File: src/sv/gbc_pkg.sv
// Shared types and constants for the gyro bias calibration and correction block.
`timescale 1ns / 1ps
`default_nettype none

package gbc_pkg;

    localparam int WORD_W          = 16;
    localparam int OFF_W           = 17;
    localparam int N_AXES          = 3;
    localparam int CAL_SAMPLES_DEF = 600;
    localparam int CAL_SKIP_DEF    = 6;

    localparam logic KIND_SAMPLE  = 1'b0;
    localparam logic KIND_RESTART = 1'b1;

    typedef logic [WORD_W-1:0] t_word;
    typedef logic signed [OFF_W-1:0] t_offset;

    typedef struct packed {
        logic sample;
        logic restart;
    } t_cal_ctl;

    typedef struct packed {
        logic busy;
        logic active;
    } t_cal_sts;

endpackage

`default_nettype wire

File: src/sv/gyro_bias_calibrate_correct_top.sv
// Top level of the gyro zero-rate bias calibration and correction block.
// Latency: a sample's result is registered at the edge of its transfer and can be taken next cycle.
// Throughput: one item per cycle while results are taken; a held result stalls the input.
// After the transfer that ends calibration, the input stalls while the offsets are
// computed by reciprocal multiplication.
// Synchronous reset empties the output register, zeroes offsets and starts calibrating.
`timescale 1ns / 1ps
`default_nettype none

module gyro_bias_calibrate_correct_top #(
    parameter int CAL_SAMPLES = gbc_pkg::CAL_SAMPLES_DEF,
    parameter int CAL_SKIP    = gbc_pkg::CAL_SKIP_DEF
) (
    input  wire logic        i_clk,
    input  wire logic        i_rst_n,
    input  wire logic        i_valid,
    output logic             o_stall,
    input  wire logic        i_kind,
    input  wire logic [15:0] i_temp_word,
    input  wire logic [15:0] i_x_word,
    input  wire logic [15:0] i_y_word,
    input  wire logic [15:0] i_z_word,
    output logic             o_valid,
    input  wire logic        i_stall,
    output logic signed [15:0] o_temperature,
    output logic signed [15:0] o_rate_x,
    output logic signed [15:0] o_rate_y,
    output logic signed [15:0] o_rate_z,
    output logic             o_calibrating
);

    gbc_pkg::t_cal_ctl ctl;
    gbc_pkg::t_cal_sts sts;
    gbc_pkg::t_word    axis [gbc_pkg::N_AXES];
    gbc_pkg::t_offset  offset [gbc_pkg::N_AXES];
    logic              accept;

    logic               r_valid;
    logic signed [15:0] r_temp;
    logic signed [15:0] r_rate [gbc_pkg::N_AXES];
    logic               r_cal;

    assign axis[0] = i_x_word;
    assign axis[1] = i_y_word;
    assign axis[2] = i_z_word;

    assign o_stall     = sts.busy || (r_valid && i_stall);
    assign accept      = i_valid && !o_stall;
    assign ctl.sample  = accept && (i_kind == gbc_pkg::KIND_SAMPLE);
    assign ctl.restart = accept && (i_kind == gbc_pkg::KIND_RESTART);

    gbc_cal #(
        .CAL_SAMPLES (CAL_SAMPLES),
        .CAL_SKIP    (CAL_SKIP)
    ) u_cal (
        .i_clk    (i_clk),
        .i_rst_n  (i_rst_n),
        .i_ctl    (ctl),
        .i_axis   (axis),
        .o_sts    (sts),
        .o_offset (offset)
    );

    always_ff @(posedge i_clk) begin
        if (!i_rst_n) begin
            r_valid <= 1'b0;
        end else if (accept) begin
            r_valid <= ctl.sample;
        end else if (!i_stall) begin
            r_valid <= 1'b0;
        end
    end

    always_ff @(posedge i_clk) begin
        if (ctl.sample) begin
            r_temp <= signed'(i_temp_word);
            r_cal  <= sts.active;
            for (int k = 0; k < gbc_pkg::N_AXES; k++) begin
                r_rate[k] <= signed'(axis[k] + offset[k][15:0]);
            end
        end
    end

    assign o_valid       = r_valid;
    assign o_temperature = r_temp;
    assign o_rate_x      = r_rate[0];
    assign o_rate_y      = r_rate[1];
    assign o_rate_z      = r_rate[2];
    assign o_calibrating = r_cal;

    a_restart_calibrates: assert property (@(posedge i_clk) disable iff (!i_rst_n)
        ctl.restart |=> sts.active)
        else $error("restart did not start a calibration");

    a_busy_not_active: assert property (@(posedge i_clk) disable iff (!i_rst_n)
        sts.busy |-> !sts.active)
        else $error("offset computation running during calibration");

    a_no_transfer_busy: assert property (@(posedge i_clk) disable iff (!i_rst_n)
        sts.busy |-> !accept)
        else $error("input transfer while offsets are computed");

    a_result_held: assert property (@(posedge i_clk) disable iff (!i_rst_n)
        (r_valid && i_stall) |=> (r_valid && $stable(r_rate[0]) && $stable(r_temp)))
        else $error("pending result lost under stall");

endmodule

`default_nettype wire

File: src/sv/gbc_div.sv
// Division by a constant through multiplication by its reciprocal; the dividend, then the quotient, is registered.
`timescale 1ns / 1ps
`default_nettype none

module gbc_div #(
    parameter int W       = 26,
    parameter int DIVISOR = 594
) (
    input  wire logic         i_clk,
    input  wire logic         i_rst_n,
    input  wire logic         i_start,
    input  wire logic [W-1:0] i_dividend,
    output logic              o_busy,
    output logic              o_done,
    output logic [W-1:0]      o_quotient
);

    // The reciprocal is rounded up with W + clog2(DIVISOR) fraction bits, which makes the
    // quotient exact for every W-bit dividend.
    localparam int     LW    = $clog2(DIVISOR);
    localparam int     SHIFT = W + LW;
    localparam int     MW    = W + 1;
    localparam longint RECIP = ((longint'(1) <<< SHIFT) + longint'(DIVISOR) - longint'(1))
                               / longint'(DIVISOR);
    localparam logic [MW-1:0] RECIP_C = MW'(RECIP);

    logic            r_busy;
    logic            r_done;
    logic [W-1:0]    r_dvd;
    logic [W-1:0]    r_quo;

    logic [W+MW-1:0] prod;
    logic [W-1:0]    n_quo;

    always_comb begin
        prod  = r_dvd * RECIP_C;
        n_quo = W'(prod >> SHIFT);
    end

    always_ff @(posedge i_clk) begin
        if (!i_rst_n) begin
            r_busy <= 1'b0;
            r_done <= 1'b0;
        end else begin
            r_busy <= i_start;
            r_done <= r_busy;
        end
    end

    always_ff @(posedge i_clk) begin
        if (i_start) begin
            r_dvd <= i_dividend;
        end
        if (r_busy) begin
            r_quo <= n_quo;
        end
    end

    assign o_busy     = r_busy || r_done;
    assign o_done     = r_done;
    assign o_quotient = r_quo;

endmodule

`default_nettype wire

File: src/sv/gbc_cal.sv
// Calibration control: sample counting, per-axis sums and offset computation.
`timescale 1ns / 1ps
`default_nettype none

module gbc_cal #(
    parameter int CAL_SAMPLES = gbc_pkg::CAL_SAMPLES_DEF,
    parameter int CAL_SKIP    = gbc_pkg::CAL_SKIP_DEF
) (
    input  wire logic       i_clk,
    input  wire logic       i_rst_n,
    input  wire gbc_pkg::t_cal_ctl i_ctl,
    input  wire gbc_pkg::t_word  i_axis [gbc_pkg::N_AXES],
    output gbc_pkg::t_cal_sts o_sts,
    output gbc_pkg::t_offset  o_offset [gbc_pkg::N_AXES]
);

    localparam int CNTW = $clog2(CAL_SAMPLES + 1);
    localparam int SUMW = gbc_pkg::WORD_W + CNTW;
    localparam int DIV  = (CAL_SAMPLES > CAL_SKIP) ? (CAL_SAMPLES - CAL_SKIP) : 0;

    logic [CNTW-1:0]        r_count;
    logic                   r_active;
    logic signed [SUMW-1:0] r_sum [gbc_pkg::N_AXES];
    logic                   r_neg [gbc_pkg::N_AXES];
    gbc_pkg::t_offset       r_offset [gbc_pkg::N_AXES];

    logic [CNTW-1:0]        n_count;
    logic signed [SUMW-1:0] n_sum [gbc_pkg::N_AXES];
    logic [SUMW-1:0]        mag [gbc_pkg::N_AXES];
    logic                   step;
    logic                   sum_en;
    logic                   finish;
    logic [gbc_pkg::N_AXES-1:0] div_busy;
    logic [gbc_pkg::N_AXES-1:0] div_done;
    logic [SUMW-1:0]        quo [gbc_pkg::N_AXES];

    always_comb begin
        step    = i_ctl.sample && r_active;
        n_count = r_count + 1'b1;
        sum_en  = step && (int'(r_count) >= CAL_SKIP);
        finish  = step && (int'(n_count) >= CAL_SAMPLES);
        for (int k = 0; k < gbc_pkg::N_AXES; k++) begin
            n_sum[k] = r_sum[k] + SUMW'(signed'(i_axis[k]));
            mag[k]   = n_sum[k][SUMW-1] ? SUMW'(-n_sum[k]) : SUMW'(n_sum[k]);
        end
    end

    generate
        if (DIV > 0) begin : g_div
            for (genvar k = 0; k < gbc_pkg::N_AXES; k++) begin : g_lane
                gbc_div #(
                    .W       (SUMW),
                    .DIVISOR (DIV)
                ) u_div (
                    .i_clk      (i_clk),
                    .i_rst_n    (i_rst_n),
                    .i_start    (finish),
                    .i_dividend (mag[k]),
                    .o_busy     (div_busy[k]),
                    .o_done     (div_done[k]),
                    .o_quotient (quo[k])
                );
            end
        end else begin : g_nodiv
            assign div_busy = '0;
            assign div_done = '0;
            for (genvar k = 0; k < gbc_pkg::N_AXES; k++) begin : g_lane
                assign quo[k] = '0;
            end
        end
    endgenerate

    always_ff @(posedge i_clk) begin
        if (!i_rst_n || i_ctl.restart) begin
            r_count  <= '0;
            r_active <= 1'b1;
            for (int k = 0; k < gbc_pkg::N_AXES; k++) begin
                r_sum[k]    <= '0;
                r_offset[k] <= '0;
                r_neg[k]    <= 1'b0;
            end
        end else begin
            if (step) begin
                r_count <= n_count;
                if (finish) begin
                    r_active <= 1'b0;
                end
            end
            for (int k = 0; k < gbc_pkg::N_AXES; k++) begin
                if (sum_en) begin
                    r_sum[k] <= n_sum[k];
                end
                if (finish) begin
                    r_neg[k] <= n_sum[k][SUMW-1];
                end
                if (div_done[k]) begin
                    r_offset[k] <= r_neg[k] ? gbc_pkg::OFF_W'(quo[k])
                                            : -gbc_pkg::OFF_W'(quo[k]);
                end
            end
        end
    end

    assign o_sts.busy   = |div_busy;
    assign o_sts.active = r_active;
    assign o_offset     = r_offset;

endmodule

`default_nettype wire
File: config.mk
export PLATFORM = sky130hd
export DESIGN_NAME = gyro_bias_calibrate_correct_top
export DESIGN_NICKNAME = d
export VERILOG_FILES = /design/src/sv/gbc_pkg.sv /design/src/sv/gyro_bias_calibrate_correct_top.sv /design/src/sv/gbc_div.sv /design/src/sv/gbc_cal.sv
export SDC_FILE = /design/constraint.sdc
export NUM_CORES = 2
export LEC_CHECK = 0
export ABC_AREA = 1
export BUFFER_PORTS_ARGS = -buffer_cell sky130_fd_sc_hd__buf_2
export CELL_PAD_IN_SITES_DETAIL_PLACEMENT = 1
export CELL_PAD_IN_SITES_GLOBAL_PLACEMENT = 2
export CORE_MARGIN = 2
export CORE_UTILIZATION = 41
export DETAILED_ROUTE_END_ITERATION = 8
export GPL_ROUTABILITY_DRIVEN = 0
export PLACE_DENSITY_LB_ADDON = 0.25
export SETUP_SLACK_MARGIN = 0.05
export SLEW_MARGIN = 20
export SYNTH_ARGS = -nofsm -noshare
export SYNTH_HDL_FRONTEND = slang
export SYNTH_SLANG_ARGS = --single-unit
File: constraint.sdc
create_clock -name i_clk -period 9 [get_ports i_clk]
set_input_delay 1.35 -clock i_clk [delete_from_list [all_inputs] [get_ports i_clk]]
set_output_delay 1.35 -clock i_clk [all_outputs]
set_load 0.02 [all_outputs]
# Yosys cells after proc, flatten, opt, wreduce, memory -nomap -nowiden
# Memories as Yosys holds them, arrays and structs flattened.
# Index checks and enable logic that the tools add are counted.
totals:
  inputBits: 69
  wordCells: 85
  mem_bits_rw: 129
  output_inout_bits: 67
  memories: 3
  ff_bits: 205
classes:
  mul: 3
  n_bitwise: 7
  addsub: 13
  reduce_logical: 13
  muxes: 24
  order_cmp: 2
  eq_ne: 1
mem_list:
  columns: ["memory", "words", "word_bits", "read_ports", "rd_ports_with_merged_regs", "write_ports", "line_no", "text"]
  rows:
  - ["u_cal.r_sum", 3, 26, 3, 0, 3, "gbc_cal.sv:23", "logic signed [SUMW-1:0] r_sum [gbc_pkg::N_AXES];"]
  - ["r_rate", 3, 16, 3, 0, 3, "gyro_bias_calibrate_correct_top.sv:40", "logic signed [15:0] r_rate [gbc_pkg::N_AXES];"]
  - ["u_cal.r_neg", 3, 1, 3, 0, 3, "gbc_cal.sv:24", "logic r_neg [gbc_pkg::N_AXES];"]
op_table:
  columns: ["cell", "count"]
  rows:
  - ["multiplier 26 x 27 -> 52 bit (second input constant)", 3]
  - ["adder 26 x 16 -> 26 bit", 3]
  - ["two-way mux 26 bit", 3]
  - ["negator 26 bit", 3]
  - ["two-way mux 25 bit", 3]
  - ["adder 16 bit", 3]
  - ["two-way mux 16 bit", 3]
  - ["negator 16 bit", 3]
  - ["two-way mux 1 bit", 15]
  - ["adder 10 x 1 -> 10 bit (second input constant)", 1]
  - ["greater-or-equal comparator 10 bit (second input constant)", 1]
  - ["greater-or-equal comparator 10 x 3 -> 1 bit (second input constant)", 1]
  - ["logical AND 1 bit", 7]
  - ["OR 1 bit", 6]
  - ["logical OR 1 bit", 3]
  - ["logical NOT 1 bit", 2]
  - ["!= test 2 x 1 -> 1 bit (second input constant)", 1]
  - ["AND reduction 2 bit", 1]
  - ["NOT 1 bit", 1]

# Depth between registers and ports, before layout
depth:
  depth_word: 11
  mapped_depth: 25

# Cells and area by module
# Synthesis repeated with hierarchy kept, for this count alone.
hier_totals:
  cells_unflattened: 8031
  hier_area_um2: 64042.7
by_module_without_submodules:
  columns: ["module", "n_inst", "area_each_um2", "cells_per_inst"]
  rows:
  - ["gbc_div (u_cal.g_div.g_lane[0].u_div)", 1, 15060.7, 1714]
  - ["gbc_div (u_cal.g_div.g_lane[1].u_div)", 1, 15009.4, 1726]
  - ["gbc_div (u_cal.g_div.g_lane[2].u_div)", 1, 15003.1, 1710]
  - ["gbc_cal", 1, 14233.7, 2277]
  - ["gyro_bias_calibrate_correct_top", 1, 4735.8, 604]

# Worst setup path after synthesis
# No wires, ideal clock.
synth_path:
  kind: "input to register"
  start: "input i_stall"
  end: "register u_cal.g_div.g_lane[0].u_div.r_dvd[0], enable pin"
  arrival_time_ns: 6.925
  path_stages: 9
  setup_ns: 0.432
  slack_ns: 1.644
  cell_sequence: "nand2_1 -> nand4_1 -> nor2_1 -> nand2_1 -> inv_1 -> nand2_1 -> inv_1 -> nand2_1 -> inv_1"
synth_rtl:
  columns: ["element", "line_no", "text"]
  rows:
  - ["start: declaration", "gyro_bias_calibrate_correct_top.sv:24", "input wire logic i_stall,"]
  - ["end signal: assignment", "gbc_div.sv:52", "r_dvd <= i_dividend;"]
  - ["end: declaration", "gbc_div.sv:29", "logic [W-1:0] r_dvd;"]

# Worst setup path after layout
layout_path:
  start: "register u_cal.g_div.g_lane[2].u_div.r_dvd[15]"
  end: "register u_cal.g_div.g_lane[2].u_div.r_quo[0], data pin"
layout_between:
  elab_chain_cells: 1
layout_rtl:
  columns: ["element", "line_no", "text"]
  rows:
  - ["start: declaration", "gbc_div.sv:29", null]
  - ["start signal: assignment", "gbc_div.sv:52", null]
  - ["multiplier 26 x 27 -> 52 bit", "gbc_div.sv:36", "prod = r_dvd * RECIP_C;"]
  - ["net u_cal.g_div.g_lane[2].u_div.prod[36]", "gbc_div.sv:32", "logic [W+MW-1:0] prod;"]
  - ["end signal: assignment", "gbc_div.sv:55", "r_quo <= n_quo;"]
  - ["end: declaration", "gbc_div.sv:30", "logic [W-1:0] r_quo;"]
# The timed path passes the listed nets, and every way through them passes these cells.
# A chain may end at the register's enable or synchronous reset.

==> results by stage <==
Run status:
- The run finished with clean final reports.

Detailed routing:
- The post-detailed-route wirelength per cell is about 21 um.
- The number of violations reported at the end of detailed-routing iteration 0 is 2,576.
- Once detail routing completed, the nets flagged for antenna violations numbered 0.
- The total iterations of the first detailed-routing run is 5.
- The final wirelength is about 200,000 um.
- The routed layout has roughly 47,000 vias.
- The detailed-route DRC error count is 0.
- The mean number of vias per cell is ~5.1.

Die:
- The I/O pin count is around 140.
- The x dimension of the die is just under 400 um.
- The standard cell core area is approximately 150,000 um2.
- The floorplan step set the die height to 386 um.
- Once the floorplan was initialized, standard cells occupied between 40% and 50% of the core.
- The die covers ~150,000 um2.
- The count of standard-cell rows is between 100 and 150.

Yosys:
- After synthesis the netlist holds a flip-flop and latch count of ~330.
- After synthesis, the cell types taking the most area are sky130_fd_sc_hd__fa_1 27%, sky130_fd_sc_hd__ha_1 21%, sky130_fd_sc_hd__edfxtp_1 14%, sky130_fd_sc_hd__inv_1 12%, sky130_fd_sc_hd__nand2_1 7.5%.
- In this run, distinct cell masters in the synthesized netlist total between 40 and 50.
- The fraction of the yosys area taken by sequential cells is between 10% and 20%.
- Synthesis produced a netlist whose cell count is 7,153.
- The synthesized design devotes to its leading area cell type 26.8% of total area.
- The post-synthesis instance area is approximately 60,000 um2.
- The number of warnings issued by yosys is 0.
- Synthesis produced a netlist with a net count of approximately 9,000.
- The dominant cell type by area after synthesis is sky130_fd_sc_hd__fa_1.
- In this run the mean area of a mapped cell was around 8.4 um2.

Cells and area:
- The library cells used most frequently in the layout, excluding fill and tap cells, are 1,961 x sky130_fd_sc_hd__inv_1, 1,187 x sky130_fd_sc_hd__nand2_1, 986 x sky130_fd_sc_hd__ha_1, 801 x sky130_fd_sc_hd__fa_1, 509 x sky130_fd_sc_hd__nor2_1.
- The most common library cell in the layout ignoring fill and taps is sky130_fd_sc_hd__inv_1.
- From synthesis to final layout, the design area changed by 7.39%.
- The number of standard cells in the layout, taps in and fillers out is 9,264.
- The final layout contains 9,165 nets.
- The post-route netlist has 3.88% of its cells at a drive strength greater than 1.
- Once layout is complete, the utilization of the core stands at 44.2%.
- The post-route cell area is 64,200 um2.
- The fill cell total of the finished layout is around 18,000.

STA:
- Setup violations remaining at the end of the flow were counted as 0.
- The fmax is 0.150 GHz.
- The total count of max-transition violations in the final report is 0.
- The setup clock skew after layout is 0.0342 ns.
- Measured against its own limit, the worst slew margin works out to 37.4%.
- The final critical path time including I/O delays and setup is 6.69 ns.
- The final critical path takes up around three quarters of the cycle.
- The total negative slack for setup checks is 0 ns.
- The slew at the pin closest to its max-slew limit is about 0.94 ns.
- The worst path meets setup with approximately 2.3 ns of slack.
- Setup repair after global routing left no endpoint under its margin.
- The worst-case hold slack is roughly 0.48 ns.
- The number of failing hold endpoints at the final stage was 0.

Clock tree:
- The CTS tree is done.
- The clock-pin slew of the registers on the worst-case setup and hold paths is approximately 0.060 ns.
- The tree built by TritonCTS fans out to 334 sinks.
- The insertion delay to the later sink of the worst-skew pair is around 0.64 ns.
- TritonCTS created 45 clock buffers.
- Post-CTS timing repair inserted 0 buffers for setup.
- The clock tree synthesis step divided the H-tree into 2 levels.
- The cell chosen for the clock root is sky130_fd_sc_hd__clkbuf_16.
- Hold repair after CTS inserted 0 buffers.
- The clock passes through at most 3 buffers.
- The number of gates given a new drive strength after cts is 0.

GRT:
- The global-route congestion overflow total is 0.
- The initial antenna violation count was 1.
- The global routing usage on met3 is roughly 4.1%.
- The number of global-route vias before repair is 51,100.
- For this run, global-route usage on met1 was measured as a little under 40%.
- The first-pass GRT wire length is 306,000 um.
- Global routing used 43.8% of the available met2 tracks.
- Entering global routing, the biggest net connects 77 pins.
- In the global route stage, overall resource usage came out at about 27%.
- The most used routing layer in global routing is met2.

Critical path:
- The kind of cell adding the most delay to the critical path is adder cells.
- The cell type of the slowest stage on the worst timing path is sky130_fd_sc_hd__edfxtp_1.
- The critical path goes through inv_1 > ha_1 > inv_1 > fa_1 > inv_1 > fa_1 > inv_1 > fa_1 > fa_1 > fa_1 > inv_1 > fa_1 > inv_1 > ha_1 > a21oi_1 > inv_1 > a21oi_1 > a21boi_0 > nor2_1 > nor2_1 > nand2_1 > xor2_1.
- For the worst setup path, the data required time is between 9 and 10 ns.
- The kind of critical path is flop to flop.
- Counting cells, the worst reg-to-reg path comes to 22.
- The critical path depth in cells is 22.
- The endpoint type of the worst setup path is a flop.
- The most numerous cell type found on the critical path is sky130_fd_sc_hd__inv_1.
- Together, buffers and inverters on the worst path number 7.
- STA classifies the critical path startpoint as a flop.
- Data arrives at the worst endpoint at about 7 ns.
- The maximum cell stage delay along the critical path is around 0.63 ns.
- Of all nets on the critical path, the largest fanout is 8.

Hold path:
- The worst hold path was traced through 2 stages.
- The path class of the tightest hold or removal check is flop to flop.

Placement:
- The placed instances occupy a cell area of around 63,000 um2.
- Counting tap cells, the placed design contains a total of 9,179 instances.
- The pre-CTS setup slack is 2.39 ns.
- The count of buffers added on input and output ports is roughly 140.
- The sum of net half-perimeters after detailed placement is 177,000 um.

Power:
- VDD sags by at most between 150 and 200 uV.
- Summed over all cells, the static leakage comes to approximately 34 nW.
- The post-layout total power is about 4.7 mW.
- The areal power density over the cells is between 70 and 80 nW/um2.

Flow run:
- Across the run, the number of max-cap violations was 0.
==> routing by layer <==
metal	vias up	wire [um]	part of all wire (%)
li1	22400	-	-
met1	23500	93100	47
met2	892	91000	46
met3	186	10300	5.2
met4	2	4430	2.2
met5	-	12	0.0060
==> registers in the layout, indices dropped and copies added (netlist names), 3 cells and up <==
name and count:
u_cal.r_count 10, u_cal.o_offset 48, u_cal.r_neg 3, r_rate 48, u_cal.g_div.g_lane.u_div.r_dvd 78, u_cal.r_sum 78, u_cal.g_div.g_lane.u_div.o_quotient 48, o_temperature 16
==> path summary, 6_finish.rpt <==
| check | from | to | slack [ns] |
|---|---|---|---|
| hold / removal | u_cal.r_count[2] | u_cal.r_count[2] | 0.48 |
| setup / recovery | u_cal.g_div.g_lane[2].u_div.r_dvd[15] | u_cal.g_div.g_lane[2].u_div.o_quotient[0] | 2.31 |
| hold reg to reg | u_cal.r_count[2] | u_cal.r_count[2] | 0.48 |
| setup reg to reg | u_cal.g_div.g_lane[2].u_div.r_dvd[15] | u_cal.g_div.g_lane[2].u_div.o_quotient[0] | 2.31 |
==> cell type report <==
| cell class | count | area (um2) | share of cell area, % |
|---|---|---|---|
| multi-input cells | 4812 | 42800 | 66.7 |
| clock inverters | 23 | 176 | 0.275 |
| repair buffers | 143 | 736 | 1.15 |
| diodes | 1 | 2.50 | 0.00390 |
| well taps | 1917 | 2400 | 3.74 |
| flip-flops and latches | 334 | 9410 | 14.7 |
| clock buffers | 61 | 1260 | 1.96 |
| inverters | 1973 | 7410 | 11.5 |
==> cell families after synthesis <==
group	synth area share, %
simple gates	14.8
buf+inv	12.7
fa+ha+maj	47.5
compound gates	6.32
flops	15.7
xor+xnor	2.96
==> synth_stat cells, drive strengths merged <==
library cell / count
inv: 1972
nand2: 1211
ha: 986
fa: 801
nor2: 525
a21oi: 327
edfxtp: 272
nand3: 225
o21ai: 210
xor2: 137
nor3: 65
xnor2: 65
dfxtp: 62
nand4: 61
a31oi: 36
a21o: 21
clkbuf: 21
o211ai: 21
o21bai: 21
nor4: 19
nand3b: 15
buf: 13
o221ai: 13
o21a: 11
o31ai: 11
a211oi: 8
and2: 8
or2: 8
a21boi: 5
and3: 1
clkinv: 1
o22ai: 1
==> worst min-delay path, delay by kind of cell, from the launching register on <==
| kind | cells | cell delay [ns] |
|---|---|---|
| buf+inv | 1 | 0.06 |
| compound gates | 1 | 0.05 |
| flops | 1 | 0.33 |
==> power breakdown <==
part | total (mW) | switching (mW) | internal [mW]
clock | 1.83 | 0.836 | 0.995
sequential | 1.77 | 0.0187 | 1.75
combinational | 1.12 | 0.815 | 0.305
Power figures use the tool's default switching activity.
